### config.mk
export PLATFORM = sky130hd
export DESIGN_NAME = sensor_response_frame_checker_top
export DESIGN_NICKNAME = d
export VERILOG_FILES = /design/src/rtl/core/srfc_pkg.sv /design/src/rtl/core/srfc_frame.sv /design/src/rtl/core/sensor_response_frame_checker_top.sv
export SDC_FILE = /design/constraint.sdc
export NUM_CORES = 1
export LEC_CHECK = 0
export BUFFER_PORTS_ARGS = -buffer_cell sky130_fd_sc_hd__buf_4
export CORE_MARGIN = 2
export CORE_UTILIZATION = 59
export CTS_CLUSTER_SIZE = 28
export DETAILED_ROUTE_END_ITERATION = 6
export HOLD_SLACK_MARGIN = 0.05
export PLACE_DENSITY = 0.82
export SLEW_MARGIN = 0
export SYNTH_ARGS = -nofsm -noshare
export SYNTH_HDL_FRONTEND = slang
export SYNTH_SLANG_ARGS = --single-unit
export TNS_END_PERCENT = 20
### constraint.sdc
create_clock -name clk -period 4.7 [get_ports clk]
set_clock_uncertainty 0.05 [all_clocks]
set_input_delay 1.175 -clock clk [delete_from_list [all_inputs] [get_ports clk]]
set_output_delay 1.175 -clock clk [all_outputs]
set_load 0.02 [all_outputs]
### src/rtl/core/srfc_pkg.sv
// Package for the sensor reply frame checker: constants, status codes and the result type.
`default_nettype none

package srfc_pkg;

	// Frame layout
	localparam int unsigned FRAME_LEN = 9;
	localparam int unsigned COUNT_W   = 5;
	localparam logic [COUNT_W-1:0] COUNT_MAX = 5'd31;

	// Byte positions inside a frame
	localparam logic [COUNT_W-1:0] POS_HDR0  = COUNT_W'(0);
	localparam logic [COUNT_W-1:0] POS_HDR1  = COUNT_W'(1);
	localparam logic [COUNT_W-1:0] POS_VALHI = COUNT_W'(2);
	localparam logic [COUNT_W-1:0] POS_VALLO = COUNT_W'(3);
	localparam logic [COUNT_W-1:0] POS_SUMLAST = COUNT_W'(FRAME_LEN - 2);
	localparam logic [COUNT_W-1:0] POS_CHECK = COUNT_W'(FRAME_LEN - 1);

	// Configuration register indexes and reset values
	localparam int unsigned CFG_IDX_W = 8;
	localparam logic [CFG_IDX_W-1:0] CFG_HEADER_FIRST  = 8'd0;
	localparam logic [CFG_IDX_W-1:0] CFG_HEADER_SECOND = 8'd1;
	localparam logic [7:0] HEADER_FIRST_RST  = 8'hFF;
	localparam logic [7:0] HEADER_SECOND_RST = 8'h86;

	typedef enum logic [1:0] {
		ST_OK       = 2'd0,
		ST_LENGTH   = 2'd1,
		ST_HEADER   = 2'd2,
		ST_CHECKSUM = 2'd3
	} srfc_status_t;

	typedef struct packed {
		srfc_status_t status;
		logic [15:0]  concentration;
	} srfc_result_t;

endpackage

`default_nettype wire

### src/rtl/core/srfc_frame.sv
// Frame state tracker and judge: updates per byte, gives the verdict on the burst's last byte.
`default_nettype none

module srfc_frame
	import srfc_pkg::*;
(
	input  wire logic         clk,
	input  wire logic         arst_n,
	input  wire logic         step,
	input  wire logic [7:0]   rx_byte,
	input  wire logic         burst_end,
	input  wire logic [7:0]   header_first,
	input  wire logic [7:0]   header_second,
	output srfc_result_t      result
);

	logic [COUNT_W-1:0] byte_count_q;
	logic               header_match_q;
	logic [7:0]         running_sum_q;
	logic [7:0]         value_high_q;
	logic [7:0]         value_low_q;
	logic [7:0]         check_byte_q;

	logic               header_match_d;
	logic [7:0]         running_sum_d;
	logic [7:0]         value_high_d;
	logic [7:0]         value_low_d;
	logic [7:0]         check_byte_d;
	logic [COUNT_W-1:0] byte_count_d;

	// Take the current byte into the frame state
	always_comb begin
		header_match_d = header_match_q;
		running_sum_d  = running_sum_q;
		value_high_d   = value_high_q;
		value_low_d    = value_low_q;
		check_byte_d   = check_byte_q;
		if (byte_count_q == POS_HDR0 && rx_byte != header_first) begin
			header_match_d = 1'b0;
		end
		if (byte_count_q == POS_HDR1 && rx_byte != header_second) begin
			header_match_d = 1'b0;
		end
		if (byte_count_q >= POS_HDR1 && byte_count_q <= POS_SUMLAST) begin
			running_sum_d = running_sum_q + rx_byte;
		end
		if (byte_count_q == POS_VALHI) begin
			value_high_d = rx_byte;
		end
		if (byte_count_q == POS_VALLO) begin
			value_low_d = rx_byte;
		end
		if (byte_count_q == POS_CHECK) begin
			check_byte_d = rx_byte;
		end
		byte_count_d = (byte_count_q == COUNT_MAX) ? byte_count_q : byte_count_q + 1'b1;
	end

	// Verdict: length first, then header, then checksum
	always_comb begin
		result.status        = ST_OK;
		result.concentration = '0;
		if (byte_count_q != POS_CHECK) begin
			result.status = ST_LENGTH;
		end else if (!header_match_d) begin
			result.status = ST_HEADER;
		end else if (check_byte_d != 8'(8'd0 - running_sum_d)) begin
			result.status = ST_CHECKSUM;
		end else begin
			result.concentration = {value_high_d, value_low_d};
		end
	end

	// Frame state registers, cleared after the last byte
	always_ff @(posedge clk or negedge arst_n) begin
		if (!arst_n) begin
			byte_count_q   <= '0;
			header_match_q <= 1'b1;
			running_sum_q  <= '0;
			value_high_q   <= '0;
			value_low_q    <= '0;
			check_byte_q   <= '0;
		end else if (step) begin
			if (burst_end) begin
				byte_count_q   <= '0;
				header_match_q <= 1'b1;
				running_sum_q  <= '0;
				value_high_q   <= '0;
				value_low_q    <= '0;
				check_byte_q   <= '0;
			end else begin
				byte_count_q   <= byte_count_d;
				header_match_q <= header_match_d;
				running_sum_q  <= running_sum_d;
				value_high_q   <= value_high_d;
				value_low_q    <= value_low_d;
				check_byte_q   <= check_byte_d;
			end
		end
	end

`ifndef ASSERT_OFF
	a_clear_after_end: assert property (@(posedge clk) disable iff (!arst_n)
		step && burst_end |=> byte_count_q == '0 && header_match_q && running_sum_q == '0)
		else $error("frame state not cleared after burst end");
	a_hold_when_idle: assert property (@(posedge clk) disable iff (!arst_n)
		!step |=> $stable(byte_count_q) && $stable(running_sum_q))
		else $error("frame state changed without a byte");
	a_ok_needs_length: assert property (@(posedge clk) disable iff (!arst_n)
		step && burst_end && result.status == ST_OK |-> byte_count_q == POS_CHECK)
		else $error("ok verdict on a frame of wrong length");
	a_zero_conc_on_error: assert property (@(posedge clk) disable iff (!arst_n)
		result.status != ST_OK |-> result.concentration == '0)
		else $error("nonzero concentration on a failed frame");
`endif

endmodule

`default_nettype wire

### src/rtl/core/sensor_response_frame_checker_top.sv
// Path: a byte is registered, then judged; the verdict on a burst's last byte is held in the result register.
// Throughput: one byte per cycle when not stalled; per-byte update and verdict fit between two registers.
// A held result stalls input only when the next byte to be judged is a burst's last byte.
// Reset: arst_n clears frame state, empties both stages and loads the header defaults.
// Configuration writes are always taken (cfg_ready is high) and go straight into the header registers.
`default_nettype none

module sensor_response_frame_checker_top
	import srfc_pkg::*;
(
	input  wire logic                 clk,
	input  wire logic                 arst_n,
	// byte input
	input  wire logic                 in_valid,
	output logic                      in_stall,
	input  wire logic [7:0]           rx_byte,
	input  wire logic                 burst_end,
	// result output
	output logic                      out_valid,
	input  wire logic                 out_stall,
	output logic [1:0]                status,
	output logic [15:0]               concentration,
	// configuration
	input  wire logic                 cfg_valid,
	output logic                      cfg_ready,
	input  wire logic [CFG_IDX_W-1:0] cfg_index,
	input  wire logic [7:0]           cfg_data
);

	logic         valid_s1;
	logic [7:0]   byte_s1;
	logic         last_s1;
	logic         out_valid_q;
	srfc_result_t result_q;
	srfc_result_t verdict;
	logic [7:0]   header_first_q;
	logic [7:0]   header_second_q;
	logic         out_free;
	logic         step;
	logic         accept;

	// Handshake: a last byte moves only when the result register can take its result
	assign out_free  = !out_valid_q || !out_stall;
	assign step      = valid_s1 && (!last_s1 || out_free);
	assign in_stall  = valid_s1 && !step;
	assign accept    = in_valid && !in_stall;
	assign cfg_ready = 1'b1;

	// Configuration registers
	always_ff @(posedge clk or negedge arst_n) begin
		if (!arst_n) begin
			header_first_q  <= HEADER_FIRST_RST;
			header_second_q <= HEADER_SECOND_RST;
		end else if (cfg_valid && cfg_ready) begin
			if (cfg_index == CFG_HEADER_FIRST) begin
				header_first_q <= cfg_data;
			end else if (cfg_index == CFG_HEADER_SECOND) begin
				header_second_q <= cfg_data;
			end
		end
	end

	// Input register
	always_ff @(posedge clk or negedge arst_n) begin
		if (!arst_n) begin
			valid_s1 <= 1'b0;
		end else if (accept) begin
			valid_s1 <= 1'b1;
		end else if (step) begin
			valid_s1 <= 1'b0;
		end
	end

	always_ff @(posedge clk) begin
		if (accept) begin
			byte_s1 <= rx_byte;
			last_s1 <= burst_end;
		end
	end

	srfc_frame u_frame (
		.clk           (clk),
		.arst_n        (arst_n),
		.step          (step),
		.rx_byte       (byte_s1),
		.burst_end     (last_s1),
		.header_first  (header_first_q),
		.header_second (header_second_q),
		.result        (verdict)
	);

	// Result register
	always_ff @(posedge clk or negedge arst_n) begin
		if (!arst_n) begin
			out_valid_q <= 1'b0;
		end else if (step && last_s1) begin
			out_valid_q <= 1'b1;
		end else if (!out_stall) begin
			out_valid_q <= 1'b0;
		end
	end

	always_ff @(posedge clk) begin
		if (step && last_s1) begin
			result_q <= verdict;
		end
	end

	assign out_valid     = out_valid_q;
	assign status        = result_q.status;
	assign concentration = result_q.concentration;

`ifndef ASSERT_OFF
	a_stall_needs_byte: assert property (@(posedge clk) disable iff (!arst_n)
		in_stall |-> valid_s1 && last_s1 && out_valid_q && out_stall)
		else $error("input stalled without a blocked last byte");
	a_result_follows_end: assert property (@(posedge clk) disable iff (!arst_n)
		step && last_s1 |=> out_valid_q)
		else $error("last byte judged but no result raised");
	a_no_overwrite: assert property (@(posedge clk) disable iff (!arst_n)
		out_valid_q && out_stall && !(step && last_s1) |=> out_valid_q && $stable(result_q))
		else $error("held result lost or changed");
`endif

endmodule

`default_nettype wire
==> impl_metrics.csv <==
group,metric,value,unit
run_status,run_status,"finished, final reports clean",
floorplan,rows,32,
power,power.density,519,nW/um2
synth,yosys_warnings,0,
timing,max_freq,236,MHz
timing,finalHoldViolCount,0,
timing,setup-violations-final,0,
detailed_routing,wl_per_cell,17.1,um
detailed_routing,wl,10500,um
clock_tree,h-tree-depth,3,
detailed_routing,drtAntennaViolNets,0,
synth,synthTopCellsByArea,"dfrtp_1 (23%), edfxtp_1 (17%), dfstp_2 (6.8%)",
finish,drive_gt1_frac,0.234,
synth,synth-seq-cells,82,
timing,fin_crit,4.23,ns
power,max-vdd-ir-drop,0.000353,V
setup_path,end_kind,"flip-flop",
synth,syn_area_per_cell,10.1,um2
clock_tree,cts_sinks,82,
floorplan,ios,51,
finish,nFillCells,613,
floorplan,core,7690,um2
setup_path,arrival,4.40,ns
timing,final.period_utilization,0.900,
placed_design,dp_hpwl,7350,um
global_route,grt-ovfl-total,0,
floorplan,start_util,0.608,
clock_tree,clk_pin_slew_worst_paths,0.09,ns
finish,stdcell_count,611,
timing,fin_tns_setup,0,ns
detailed_routing,post-route-drc-count,0,
detailed_routing,first_iter_violations,239,
clock_tree,ctsResizeCount,0,
timing,worst_pin_slew,0.942,ns
placed_design,portBuffers,49,
synth,ys_seq_area_frac,0.471,
floorplan,die_w,93.0,um
floorplan,dieArea,8640,um2
clock_tree,clkLatencyLatePin,0.36,ns
timing,hold_ws,0.437,ns
synth,synth_fp_nets,506,
timing,drv_slew,0,
global_route,grt_antenna_before_repair,0,
setup_path,path_class,"reg2reg",
synth,synth_flop_cell,"dfrtp_1",
detailed_routing,via_count,3683,
setup_path,crit_path_start_kind,"flip-flop",
min_path,min_path_type,"reg2reg",
run,maxCapViolations,0,
clock_tree,post_cts_buffers,0,
synth,synth-edff-count,27,
detailed_routing,dr.pass1.iters,5,
clock_tree,cts_hold_buf,0,
synth,synth_cell_type_count,62,
setup_path,worst_ep_required_time,4.87,ns
clock_tree,clk_path_buf_depth,2,
synth,synth_area,4670,um2
finish,final_core_util,0.686,
setup_path,r2r_slack,0.47,ns
setup_path,critPathMaxFanout,16,
synth,synth_top_area_cell,"dfrtp_1",
global_route,grt_usage,0.255,
synth,ys_async_sr_fraction,0.671,
placed_design,gp_congestion,0.913,
finish,area_growth,12.9,%
clock_tree,cts_tree,"yes",
global_route,grt_pass1_vias,3405,
power,p_leak,2.18,nW
timing,rsz0062_at_grt,"no",
finish,final_net_count,548,
global_route,grt_max_degree,56,
timing,max_slew_margin,0.372,
clock_tree,root_buffer,"clkbuf_8",
finish,diodes,0,
power,power,0.00274,W
detailed_routing,via_per_inst,6.03,
synth,synth_cells,462,
global_route,grt_pass1_wl,17000,um
floorplan,die_h,93.0,um
clock_tree,cts_buffers,9,
placed_design,post-place-cells,595,
synth,synth_top_area_share,0.230,
-- cells in the final DEF (no fill, tap or decap), drive strengths merged, types with 12 or more instances in the layout --
master | synthesis | layout
a21boi | 18 | 18
a21oi | 28 | 28
buf | 7 | 56
dfrtp | 43 | 43
dfstp | 12 | 12
edfxtp | 27 | 27
ha | 13 | 13
mux2 | 16 | 16
nand2 | 83 | 83
nor2 | 16 | 16
o21ai | 42 | 42
xnor2 | 24 | 24
-- through the flow --
step	worst slack [ns]	instance area (um2)
floorplan	0.809	4670
global placement	0.661	5100
detailed placement	0.545	5100
CTS	0.504	5280
global route	0.206	5280
finish	0.471	5280
-- layer usage --
layer | GRT usage | vias to the layer above | share of wire
met2 | 0.408 | 141 | 0.48
met3 | 0.0314 | 20 | 0.057
met4 | 0.102 | 0 | 0.021
li1 | - | 1740 | -
met5 | 0 | - | 0
met1 | 0.357 | 1782 | 0.44
-- area by class of cell --
type | count | area, um2 | share of cell area
Tap cell | 102 | 128 | 0.0242
Clock buffer | 10 | 128 | 0.0242
Sequential cell | 82 | 2200 | 0.417
Inverter | 7 | 26.3 | 0.00498
Timing Repair Buffer | 56 | 420 | 0.0797
Multi-Input combinational cell | 348 | 2320 | 0.440
Clock inverter | 6 | 48.8 | 0.00925
-- Yosys cell counts (2+ instances only) --
| cell | count |
|---|---|
| o211ai_1 | 3 |
| or3_1 | 3 |
| o21a_1 | 3 |
| a21oi_1 | 18 |
| nor3_1 | 7 |
| o21ai_0 | 42 |
| nor4b_1 | 2 |
| o41ai_1 | 2 |
| or2_2 | 2 |
| o21bai_1 | 2 |
| a2111o_1 | 2 |
| a31oi_1 | 4 |
| nor3b_1 | 2 |
| a21boi_0 | 18 |
| nand2b_1 | 3 |
| dfrtp_1 | 43 |
| a22oi_1 | 5 |
| edfxtp_1 | 27 |
| nand3_1 | 5 |
| xnor2_1 | 24 |
| a211oi_1 | 5 |
| or4_1 | 2 |
| o31ai_1 | 4 |
| nand2_1 | 83 |
| buf_6 | 3 |
| nand4_1 | 5 |
| a21o_1 | 4 |
| nor2b_1 | 2 |
| mux2i_1 | 10 |
| and2_1 | 4 |
| xor2_1 | 5 |
| clkbuf_1 | 18 |
| nor2_1 | 16 |
| ha_1 | 13 |
| inv_1 | 7 |
| dfstp_2 | 12 |
| buf_1 | 3 |
| mux2_2 | 16 |
| a21oi_2 | 10 |
-- flip-flops by register name, summed over array words and instances (netlist names) --
signal / count
u_frame.running_sum_q: 8
status: 2
out_valid: 1
header_first_q: 8
u_frame.header_match_q: 1
valid_s1: 1
u_frame.byte_count_q: 5
u_frame.check_byte_q: 7
last_s1: 1
concentration: 16
byte_s1: 8
u_frame.value_low_q: 8
u_frame.value_high_q: 8
header_second_q: 8
-- worst max-delay path: stages, from the launching register on --
cell and delay (ns):
dfrtp_1 0.53, inv_1 0.12, ha_1 0.25, nor4_4 0.37
or3_1 0.44, mux2i_1 0.39, ha_1 0.29, xnor2_1 0.15
xnor2_1 0.13, o211ai_1 0.09, or4_1 0.50, a2111o_1 0.40
buf_4 0.22, a21oi_1 0.15
-- cells by family after synthesis --
kind of cell    synth area share
mux                       0.0600
simple gates               0.151
buf+inv                   0.0313
compound gates             0.187
flops                      0.471
fa+ha+maj                 0.0391
other cells             0.000803
xor+xnor                  0.0592
-- where the power goes --
group | total, W | leakage (nW) | internal (W) | switching, W
Combinational | 0.00123 | 1.14 | 0.000559 | 0.000669
Sequential | 0.00104 | 0.956 | 0.000888 | 0.000155
Clock | 0.000469 | 0.0852 | 0.000198 | 0.000270
-- path summary, 6_finish.rpt --
kind	end	cells after the start	from
hold / removal	u_frame.value_low_q[1]$_DFFE_PN0P_	2	u_frame.value_low_q[1]$_DFFE_PN0P_
setup reg to reg	concentration[7]$_SDFFCE_PP0P_	13	u_frame.byte_count_q[1]$_DFFE_PN0P_
max in group asynchronous	u_frame.check_byte_q[1]$_DFFE_PN0P_	1	arst_n
setup / recovery	concentration[7]$_SDFFCE_PP0P_	13	u_frame.byte_count_q[1]$_DFFE_PN0P_
hold reg to reg	u_frame.value_low_q[1]$_DFFE_PN0P_	2	u_frame.value_low_q[1]$_DFFE_PN0P_
min in group asynchronous	u_frame.value_high_q[5]$_DFFE_PN0P_	1	arst_n
Power figures use the tool's default switching activity.
